==> src/rtl/hfm_pkg.sv <==
// ----------------------------------------------------------------------------
// hfm_pkg
// Shared types and constants of the magnetometer heading unit: datapath
// widths, angle constants, the CORDIC arctangent table and the command
// bundle between controller and datapath.
// ----------------------------------------------------------------------------
package hfm_pkg;

    localparam int SAMPLE_W  = 16;
    localparam int HEADING_W = 15;
    // Working width: 2^23 input magnitude times CORDIC gain plus sign fits in 27 bits.
    localparam int DW        = 27;
    localparam int PRESCALE_SH = 8;
    localparam int ACC_FRAC  = 16;
    localparam int HALF_TURN = 180;
    localparam int TABLE_LEN = 24;
    localparam int IDX_W     = 5;
    localparam int ATAN_W    = 22;

    localparam logic signed [DW-1:0] HALF_Q16 = DW'(HALF_TURN << ACC_FRAC);
    localparam logic signed [DW-1:0] FULL_Q16 = DW'((2 * HALF_TURN) << ACC_FRAC);

    typedef struct packed {
        logic             load;      // capture sample, fold left half-plane
        logic             step;      // one CORDIC vectoring iteration
        logic [IDX_W-1:0] step_idx;  // iteration number / shift amount
        logic             finish;    // offset, clamp, round into heading register
    } hfm_cmd_t;

    // atan(2^-i) in degrees, Q16, rounded to nearest
    function automatic logic [ATAN_W-1:0] atan_lut(input logic [IDX_W-1:0] idx);
        logic [ATAN_W-1:0] v;
        case (idx)
            5'd0:    v = ATAN_W'(2949120);
            5'd1:    v = ATAN_W'(1740967);
            5'd2:    v = ATAN_W'(919879);
            5'd3:    v = ATAN_W'(466945);
            5'd4:    v = ATAN_W'(234379);
            5'd5:    v = ATAN_W'(117304);
            5'd6:    v = ATAN_W'(58666);
            5'd7:    v = ATAN_W'(29335);
            5'd8:    v = ATAN_W'(14668);
            5'd9:    v = ATAN_W'(7334);
            5'd10:   v = ATAN_W'(3667);
            5'd11:   v = ATAN_W'(1833);
            5'd12:   v = ATAN_W'(917);
            5'd13:   v = ATAN_W'(458);
            5'd14:   v = ATAN_W'(229);
            5'd15:   v = ATAN_W'(115);
            5'd16:   v = ATAN_W'(57);
            5'd17:   v = ATAN_W'(29);
            5'd18:   v = ATAN_W'(14);
            5'd19:   v = ATAN_W'(7);
            5'd20:   v = ATAN_W'(4);
            5'd21:   v = ATAN_W'(2);
            5'd22:   v = ATAN_W'(1);
            default: v = '0;
        endcase
        return v;
    endfunction

endpackage

==> src/rtl/hfm_ctrl.sv <==
// ----------------------------------------------------------------------------
// hfm_ctrl
// Sequencer of the heading unit: accepts a transaction, runs the CORDIC
// iteration count, triggers the final rounding and raises the done strobe.
// ----------------------------------------------------------------------------
module hfm_ctrl
    import hfm_pkg::*;
#(
    parameter int CORDIC_STEPS = 16
)
(
    input  logic     clk,
    input  logic     rst_n,
    input  logic     start,
    output logic     busy,
    output logic     done,
    output hfm_cmd_t cmd
);

    localparam int NSTEPS = (CORDIC_STEPS < TABLE_LEN) ? CORDIC_STEPS : TABLE_LEN;
    localparam int CW     = (NSTEPS > 1) ? $clog2(NSTEPS) : 1;
    localparam logic [CW-1:0] LAST = CW'(NSTEPS - 1);

    typedef enum logic [2:0] {
        ST_IDLE = 3'b001,
        ST_RUN  = 3'b010,
        ST_FIN  = 3'b100
    } state_t;

    state_t        state_reg, state_next;
    logic [CW-1:0] cnt_reg, cnt_next;
    logic          done_reg, done_next;

    always_comb
    begin
        state_next   = state_reg;
        cnt_next     = cnt_reg;
        done_next    = 1'b0;
        cmd.load     = 1'b0;
        cmd.step     = 1'b0;
        cmd.finish   = 1'b0;
        cmd.step_idx = IDX_W'(cnt_reg);
        case (state_reg)
            ST_IDLE:
            begin
                if (start)
                begin
                    cmd.load   = 1'b1;
                    cnt_next   = '0;
                    state_next = ST_RUN;
                end
            end
            ST_RUN:
            begin
                cmd.step = 1'b1;
                if (cnt_reg == LAST)
                begin
                    state_next = ST_FIN;
                end
                else
                begin
                    cnt_next = cnt_reg + 1'b1;
                end
            end
            ST_FIN:
            begin
                cmd.finish = 1'b1;
                done_next  = 1'b1;
                state_next = ST_IDLE;
            end
            default:
            begin
                state_next = ST_IDLE;
            end
        endcase
    end

    always_ff @(posedge clk or negedge rst_n)
    begin
        if (!rst_n)
        begin
            state_reg <= ST_IDLE;
            cnt_reg   <= '0;
            done_reg  <= 1'b0;
        end
        else
        begin
            state_reg <= state_next;
            cnt_reg   <= cnt_next;
            done_reg  <= done_next;
        end
    end

    assign busy = (state_reg != ST_IDLE);
    assign done = done_reg;

    // strobe comes only in the cycle after the rounding step
    a_done_after_fin: assert property (@(posedge clk) disable iff (!rst_n)
        done |-> $past(state_reg == ST_FIN))
        else $error("done without a finish step");

    a_done_single: assert property (@(posedge clk) disable iff (!rst_n)
        done |=> !done)
        else $error("done strobe longer than one cycle");

    a_accept_busy: assert property (@(posedge clk) disable iff (!rst_n)
        (start && !busy) |=> (busy && cnt_reg == '0))
        else $error("accepted transaction did not start iterations");

    a_cnt_bound: assert property (@(posedge clk) disable iff (!rst_n)
        busy |-> (cnt_reg <= LAST))
        else $error("iteration counter past last step");

endmodule

==> src/rtl/hfm_dp.sv <==
// ----------------------------------------------------------------------------
// hfm_dp
// Datapath of the heading unit: half-plane fold, shared CORDIC vectoring
// iteration (one per cycle), angle offset, clamp and rounding.
// ----------------------------------------------------------------------------
module hfm_dp
    import hfm_pkg::*;
#(
    parameter int ANGLE_FRAC_BITS = 6
)
(
    input  logic                       clk,
    input  hfm_cmd_t                   cmd,
    input  logic signed [SAMPLE_W-1:0] mag_x,
    input  logic signed [SAMPLE_W-1:0] mag_y,
    output logic        [HEADING_W-1:0] heading
);

    localparam int RSH = ACC_FRAC - ANGLE_FRAC_BITS;
    localparam logic [DW-1:0] RND = DW'(1) << (RSH - 1);
    localparam logic [HEADING_W-1:0] ZERO_HEADING =
        HEADING_W'(HALF_TURN << ANGLE_FRAC_BITS);

    logic signed [DW-1:0] x_reg, x_next;
    logic signed [DW-1:0] y_reg, y_next;
    logic signed [DW-1:0] z_reg, z_next;
    logic                 zero_reg, zero_next;
    logic [HEADING_W-1:0] heading_reg, heading_next;

    logic signed [DW-1:0] xin, yin;
    logic signed [DW-1:0] xs, ys, atan_v;
    logic signed [DW-1:0] total, clamped;
    logic        [DW-1:0] rounded;

    always_comb
    begin
        xin = DW'(mag_x);
        yin = DW'(mag_y);
        xs  = x_reg >>> cmd.step_idx;
        ys  = y_reg >>> cmd.step_idx;
        atan_v = DW'(atan_lut(cmd.step_idx));

        total = z_reg + HALF_Q16;
        if (total[DW-1])
            clamped = '0;
        else if (total > FULL_Q16)
            clamped = FULL_Q16;
        else
            clamped = total;
        rounded = (DW'(clamped) + RND) >> RSH;

        x_next       = x_reg;
        y_next       = y_reg;
        z_next       = z_reg;
        zero_next    = zero_reg;
        heading_next = heading_reg;

        if (cmd.load)
        begin
            zero_next = (mag_x == '0) && (mag_y == '0);
            if (mag_x[SAMPLE_W-1])
            begin
                // left half-plane: rotate by half a turn
                x_next = (-xin) <<< PRESCALE_SH;
                y_next = (-yin) <<< PRESCALE_SH;
                z_next = mag_y[SAMPLE_W-1] ? -HALF_Q16 : HALF_Q16;
            end
            else
            begin
                x_next = xin <<< PRESCALE_SH;
                y_next = yin <<< PRESCALE_SH;
                z_next = '0;
            end
        end
        else if (cmd.step)
        begin
            if (!y_reg[DW-1])
            begin
                x_next = x_reg + ys;
                y_next = y_reg - xs;
                z_next = z_reg + atan_v;
            end
            else
            begin
                x_next = x_reg - ys;
                y_next = y_reg + xs;
                z_next = z_reg - atan_v;
            end
        end

        if (cmd.finish)
            heading_next = zero_reg ? ZERO_HEADING : rounded[HEADING_W-1:0];
    end

    always_ff @(posedge clk)
    begin
        x_reg       <= x_next;
        y_reg       <= y_next;
        z_reg       <= z_next;
        zero_reg    <= zero_next;
        heading_reg <= heading_next;
    end

    assign heading = heading_reg;

endmodule

==> src/rtl/heading_from_magnetometer_xy_unit.sv <==
// ----------------------------------------------------------------------------
// heading_from_magnetometer_xy_unit
// Compass heading from one X/Y magnetometer sample: atan2(y,x) in degrees
// plus 180, unsigned, 1/2^ANGLE_FRAC_BITS degree, by CORDIC vectoring.
// ----------------------------------------------------------------------------
//  channel   direction  ports                  transaction at
//  request   in         start, mag_x, mag_y    rising edge with start && !busy
//  result    out        done, heading          rising edge ending the done cycle
//
//  A sample is accepted with a load cycle, then runs the CORDIC iterations
//  of the shared shift-add unit and a rounding cycle before done. busy is
//  low again in the done cycle, so the next sample can be accepted then.
//  heading holds until the next result.
//  Reset clears the sequencer only; no result is pending after reset.
//  The receiver cannot stall; done is a one-cycle strobe.
// ----------------------------------------------------------------------------
module heading_from_magnetometer_xy_unit
    import hfm_pkg::*;
#(
    parameter int CORDIC_STEPS    = 16,
    parameter int ANGLE_FRAC_BITS = 6
)
(
    input  logic                        clk,
    input  logic                        rst_n,
    input  logic                        start,
    output logic                        busy,
    input  logic signed [SAMPLE_W-1:0]  mag_x,
    input  logic signed [SAMPLE_W-1:0]  mag_y,
    output logic                        done,
    output logic        [HEADING_W-1:0] heading
);

    hfm_cmd_t cmd;

    hfm_ctrl #(
        .CORDIC_STEPS (CORDIC_STEPS)
    ) u_ctrl (
        .clk   (clk),
        .rst_n (rst_n),
        .start (start),
        .busy  (busy),
        .done  (done),
        .cmd   (cmd)
    );

    hfm_dp #(
        .ANGLE_FRAC_BITS (ANGLE_FRAC_BITS)
    ) u_dp (
        .clk     (clk),
        .cmd     (cmd),
        .mag_x   (mag_x),
        .mag_y   (mag_y),
        .heading (heading)
    );

endmodule

==> config.mk <==
export PLATFORM = sky130hd
export DESIGN_NAME = heading_from_magnetometer_xy_unit
export DESIGN_NICKNAME = d
export VERILOG_FILES = /design/src/rtl/hfm_pkg.sv /design/src/rtl/hfm_ctrl.sv /design/src/rtl/hfm_dp.sv /design/src/rtl/heading_from_magnetometer_xy_unit.sv
export SDC_FILE = /design/constraint.sdc
export NUM_CORES = 1
export LEC_CHECK = 0
export ABC_AREA = 1
export BUFFER_PORTS_ARGS = -buffer_cell sky130_fd_sc_hd__buf_2
export CAP_MARGIN = 10
export CORE_ASPECT_RATIO = 0.7
export CORE_MARGIN = 2
export CORE_UTILIZATION = 25
export DETAILED_ROUTE_END_ITERATION = 8
export PLACE_DENSITY_LB_ADDON = 0.1
export SLEW_MARGIN = 20
export SYNTH_ARGS = -nofsm -noshare
export SYNTH_HDL_FRONTEND = slang
export SYNTH_SLANG_ARGS = --single-unit
==> constraint.sdc <==
create_clock -name clk -period 9.74 [get_ports clk]
set_clock_uncertainty 0.15 [all_clocks]
set_input_delay 1.948 -clock clk [delete_from_list [all_inputs] [get_ports clk]]
set_output_delay 1.948 -clock clk [all_outputs]
set_load 0.03 [all_outputs]
# [Yosys cells after proc, flatten, opt, wreduce, memory -nomap -nowiden]
# Memory sizes are Yosys's and may differ from the RTL's.
# Index checks and enable logic that the tools add are counted.
[word_totals] ff_bits=105 latchBits=0 ramBits=0 mem_bits_ro=704 input_bits=35 out_inout_bits=17 word_cells=63 n_memories=1
[classes] add_sub_neg=11 mul=0 div=0 n_lt_le_gt_ge=1 n_eq_ne=8 n_shift=2 mux=25 bitwise_logic=0 n_reduce_logical=7
[memory_table] memory="(no name shown)" words=32 word_bits=22 read_ports=1 rd_clocked_by_memory_dff=0 write_ports=0 line="hfm_pkg.sv:33" source="case (idx)"
[ops] op="two-way mux 27 bit" n=13
[ops] op="adder 27 bit" n=2
[ops] op=">>> shifter 27 x 4 -> 27 bit" n=2
[ops] op="subtractor 27 bit" n=2
[ops] op="two-way mux 25 bit" n=2
[ops] op="negator 16 -> 19 bit" n=2
[ops] op="logical NOT 16 bit" n=2
[ops] op="adder 27 x 23 -> 27 bit" n=1
[ops] op="adder 27 x 25 -> 27 bit, second input constant" n=1
[ops] op="greater-than comparator 27 x 26 -> 1 bit, second input constant" n=1
[ops] op="subtractor 27 x 23 -> 27 bit" n=1
[ops] op="adder 25 x 10 -> 25 bit, second input constant" n=1
[ops] op="two-way mux 4 bit" n=2
[ops] op="case mux 4 bit (2 select lines)" n=1
[ops] op="two-way mux 3 bit" n=2
[ops] op="case mux 3 bit (2 select lines)" n=1
[ops] op="adder 4 x 1 -> 4 bit, second input constant" n=1
[ops] op="== test 4 bit, second input constant" n=1
[ops] op="two-way mux 1 bit" n=4
[ops] op="inequality test 2 bit, second input constant" n=2
[ops] op="nonzero test 2 bit" n=2
[ops] op="== test 3 x 1 -> 1 bit, second input constant" n=1
[ops] op="== test 3 x 2 -> 1 bit, second input constant" n=1
[ops] op="== test 3 bit, second input constant" n=1
[ops] op="other kinds (5)" n=5

# [Longest topological paths before layout]
[depth] depth_word=5 mapped_depth=33 ltp_nobuf=31

# [By module]
# Synthesis repeated with hierarchy kept, for this count alone.
[unflattened] hier_cells=2418 hier_area_um2=14854.2
[modules_own_cells] mod="hfm_dp" n_inst=1 cells_per_inst=2371 area_each_um2=14440.1 seq_area_each_um2=2912.8
[modules_own_cells] mod="hfm_ctrl" n_inst=1 cells_per_inst=47 area_each_um2=414.1 seq_area_each_um2=201.4

# [Least setup slack after synthesis]
# Ideal clock, no wire load.
[synth_timing] path_type="input-to-reg" start="in start" end="reg u_dp.x_reg[0], enable pin" setup_ns=0.435 arrival_ns=4.309 required_time_ns=9.155 slack_ns=4.846 cell_stages=6 path_buffers=2 cell_sequence="nand2_1 > inv_1 > clkbuf_1 > clkbuf_1 > nor2_1 > inv_1"
[synth_between] elab_chain_cells=3
[synth_rtl] item="from (decl)" line="heading_from_magnetometer_xy_unit.sv:26" source="input logic start,"
[synth_rtl] item="two-way mux 1 bit" line="hfm_ctrl.sv:46" source="if (start)"
[synth_rtl] item="two-way mux 1 bit" line="hfm_ctrl.sv:43" source="case (state_reg)"
[synth_rtl] item="nonzero test 2 bit (no source line)"
[synth_rtl] item="to (signal assigned)" line="hfm_dp.sv:97" source="x_reg <= x_next;"
[synth_rtl] item="to (decl)" line="hfm_dp.sv:24" source="logic signed [DW-1:0] x_reg, x_next;"
# No other way between the ends.
# A chain may end at the register's enable or synchronous reset.

# [Final worst setup path]
[layout_timing] start="reg u_ctrl.cnt_reg[1]" end="reg u_dp.y_reg[25], data pin"
[layout_between] elab_chain_cells=5 elab_cells_between_ends=6 classes_between="add/sub: 2; shift: 1; mux: 3"
[layout_rtl] item="from (decl)" line="hfm_ctrl.sv:31" source="logic [CW-1:0] cnt_reg, cnt_next;"
[layout_rtl] item="from (signal assigned)" line="hfm_ctrl.sv:89" source="cnt_reg <= cnt_next;"
[layout_rtl] item=">>> shifter 27 x 4 -> 27 bit *" line="hfm_dp.sv:39" source="xs = x_reg >>> cmd.step_idx;"
[layout_rtl] item="subtractor 27 bit or adder 27 bit (tied branches)" line="hfm_dp.sv:80, hfm_dp.sv:86"
[layout_rtl] item="two-way mux 27 bit *" line="hfm_dp.sv:77" source="if (!y_reg[DW-1])"
[layout_rtl] item="two-way mux 27 bit *" line="hfm_dp.sv:75" source="else if (cmd.step)"
[layout_rtl] item="two-way mux 27 bit *" line="hfm_dp.sv:58" source="if (cmd.load)"
[layout_rtl] item="net u_dp.y_next[25]" line="hfm_dp.sv:25" source="logic signed [DW-1:0] y_reg, y_next;"
[layout_rtl] item="to (signal assigned)" line="hfm_dp.sv:98" source="y_reg <= y_next;"
[layout_rtl] item="to (decl)" line="hfm_dp.sv:25"
# Mark *: on every way through the listed nets, which the timed path passes. The rest lies on a longest branch. The select of a mux whose other input is x is not followed.

==> out/qor.csv <==
stage,metric,value,unit
clocking,CTS resizes,0,
global_route,antenna violations before repair,0,
clocking,Worst-path clk slew,0.09,ns
worst_setup_path,CP arrival,6.68,ns
layout,Area Overhead vs Synth,8.22,%
place,Port-buffer cells,51,
timing,fin crit period,6.65,ns
synth,Cell variety after synth,59,
synth,compound-cell area share of the yosys netlist,18.1,%
synth,top post-synthesis cells by area,"edfxtp_1, nand2_1, nand3_1",
routing,Pre-antenna DRT Iters,9,
routing,drt drc,0,
synth,Synth Warn #,0,
worst_hold_path,min-delay worst type,reg -> reg,
synth,top-count cell post-synth,nand2_1,
clocking,Post-CTS Hold Buffers,0,
synth,"flops & latches, synth",105,
synth,"EDFF count, synth",97,
routing,post-DR wirelength/cell,19.2,µm
clocking,H-tree levels,3,
routing,via count,14900,
synth,ys flop type,edfxtp_1,
clocking,CTS tree,done,
timing,worst slew pin tran,0.994,ns
synth,simple-gate share of the synthesized area,35.8,%
synth,largest area contributor in the netlist,edfxtp_1,
timing,setup tns final,0,ns
worst_setup_path,CP max FO,53,
layout,Layout Nets,2355,
floorplanning,# rows,72,
timing,Tcrit/Tclk final,68.3,%
synth,Post-Synth XOR/XNOR Area,5.11,%
routing,number of vias per cell,5.03,
timing,unrepaired setup endpoints after global routing,false,
floorplanning,core area,55300,µm²
global_route,vias in the first global route,13600,
worst_setup_path,CP endpoint kind,flop,
clocking,Clock Latency Late Sink,0.42,ns
place,gpl congestion,0.853,
floorplanning,die footprint,58100,µm²
clocking,clk sinks,105,
routing,DR iter-0 viols,1413,
worst_setup_path,CP Launch Type,flop,
synth,Post-Synthesis Cell Area,14000,µm²
global_route,GR Overflow Total,0,
timing,slew margin rel.,33.0,%
place,DP Wirelength,45100,µm
global_route,largest net degree at the start of global routing,65,
timing,final hold violation count,0,
clocking,clock buffer count from CTS,9,
floorplanning,starting density of the core,25.4,%
worst_setup_path,Worst Path Required,9.77,ns
global_route,overall routing resource usage,19.8,%
synth,Synth Instances,2222,
synth,syn_area_per_cell,6.31,µm²
timing,Setup Viol. Count Final,0,
clocking,post-CTS setup buffer count,0,
routing,Post-DRT Antenna Nets,0,
job,Max-Cap Viols,0,
layout,share of cells above drive strength 1,6.57,%
clocking,CTS max path bufs,2,
timing,maximum clock rate,150,MHz
synth,Synth async-reset ratio,7.62,%
routing,Final Routed Wirelength,57000,µm
outcome,status,finished clean,
clocking,clk root buf,clkbuf_16,
floorplanning,die width,287,µm
synth,Post-Syn Nets,2358,
floorplanning,# IOs,52,
layout,ANT cells,0,
synth,largest family of logic cells by synthesized area,simple AND/OR/NAND/NOR gates,
floorplanning,height of the die,202,µm
synth,Post-synth top cells,"nand2_1, nand3_1, inv_1",
synth,area share of the largest cell type after synthesis,20.8,%
worst_setup_path,crit path kind,reg -> reg,
synth,"Seq/Total Area, Yosys",22.2,%
synth,Adder-Cell Fraction of Synth Area,9.17,%
timing,Slew Limit Fails,0,
synth,post-synthesis mux area share,0,%
global_route,global-route wire length before repair,87200,µm
==> path summary, 6_finish.rpt <==
path                                                      start                               to  slack, ns  cells past startpoint
worst min-delay path            u_ctrl.state_reg[2]$_DFFE_PN0P_  u_ctrl.state_reg[2]$_DFFE_PN0P_       0.50                      3
worst max register to register    u_ctrl.cnt_reg[1]$_DFFE_PN0P_         u_dp.y_reg[25]$_DFFE_PP_       3.09                     24
worst max-delay path              u_ctrl.cnt_reg[1]$_DFFE_PN0P_         u_dp.y_reg[25]$_DFFE_PP_       3.09                     24
worst min register to register  u_ctrl.state_reg[2]$_DFFE_PN0P_  u_ctrl.state_reg[2]$_DFFE_PN0P_       0.50                      3
min in group asynchronous                                 rst_n    u_ctrl.cnt_reg[1]$_DFFE_PN0P_       1.24                      1
max in group asynchronous                                 rst_n  u_ctrl.state_reg[0]$_DFFE_PN1P_       7.95                      1
==> metrics by stage <==
| stage | hold WS [ns] | instance area, µm² | instances | setup WS, ns | util [%] |
|---|---|---|---|---|---|
| after floorplan | 0.410 | 14000 | 2222 | 4.85 | - |
| after global placement | 0.485 | 14900 | 2948 | 3.24 | 27.0 |
| after detailed placement | 0.492 | 14900 | 2948 | 3.37 | 27.0 |
| after CTS | 0.507 | 15200 | 2963 | 3.34 | 27.4 |
| after global routing | 0.563 | 15200 | 2963 | 2.84 | 27.4 |
| final | 0.503 | 15200 | 2963 | 3.09 | 27.4 |
==> worst max-delay path: stages, from the launching register on <==
cell	delay (ns)
dfrtp_2	0.39
buf_4	0.30
inv_2	0.74
nand3_1	0.29
nand3_1	0.13
nand2_1	0.14
inv_1	0.08
o21ai_0	0.12
inv_1	0.16
ha_1	0.22
nand3_1	0.09
nor2_1	0.10
nand4_1	0.19
nor2_2	0.37
a21oi_1	0.14
xnor2_1	0.17
inv_1	0.06
ha_1	0.34
a21oi_1	0.33
o21ai_0	0.18
a2111oi_0	0.78
o211ai_1	0.41
or2_2	0.39
nand3_1	0.07
nand2_1	0.05
==> placed cells by master, fill, tap and decap left out, drive strengths merged, types with 2 or more instances in the layout <==
cell / n
a31oi: 16
nor3: 32
o31ai: 6
inv: 242
fa: 3
xor2: 51
a31o: 2
edfxtp: 97
o21ai: 185
nand3: 272
nand4: 36
a211oi: 2
clkbuf: 9
o22ai: 6
a221oi: 3
a21oi: 189
buf: 67
nor2: 206
o21a: 7
nor4: 12
a21o: 7
and2: 5
clkinv: 4
xnor2: 30
nand3b: 5
nor3b: 4
nand2: 561
ha: 98
or2: 20
o21bai: 14
o211ai: 12
a21boi: 6
dfrtp: 7
==> kinds of logic (layout without fill, tap and decap cells) <==
| kind of cell | Yosys count | after routing |
|---|---|---|
| and+or+nand+nor | 1155 | 1155 |
| AOI/OAI and AO/OA | 458 | 458 |
| buffers and inverters | 322 | 323 |
| DFF | 105 | 105 |
| adders and majority gates | 101 | 101 |
| xor gates and xnor gates | 81 | 81 |
==> per-layer routing <==
metal | share of wire (%) | wire (µm) | global-route usage (%)
met2 | 34 | 19100 | 23.2
met3 | 6.1 | 3470 | 3.09
met1 | 59 | 33900 | 35.1
met5 | 0 | 0 | 0
met4 | 0.84 | 477 | 3.18
==> final cells by class <==
type,instances,area (µm²)
clock buffer,9,225
clock inverter,6,48.8
fill,6300,40100
inverter,241,908
multi-input combinational,1795,9570
sequential,105,3120
tap,740,926
timing repair buffer,67,388
Power is not shown: default switching activity piles up to over one toggle a cycle in this logic, so the estimate is an artifact.
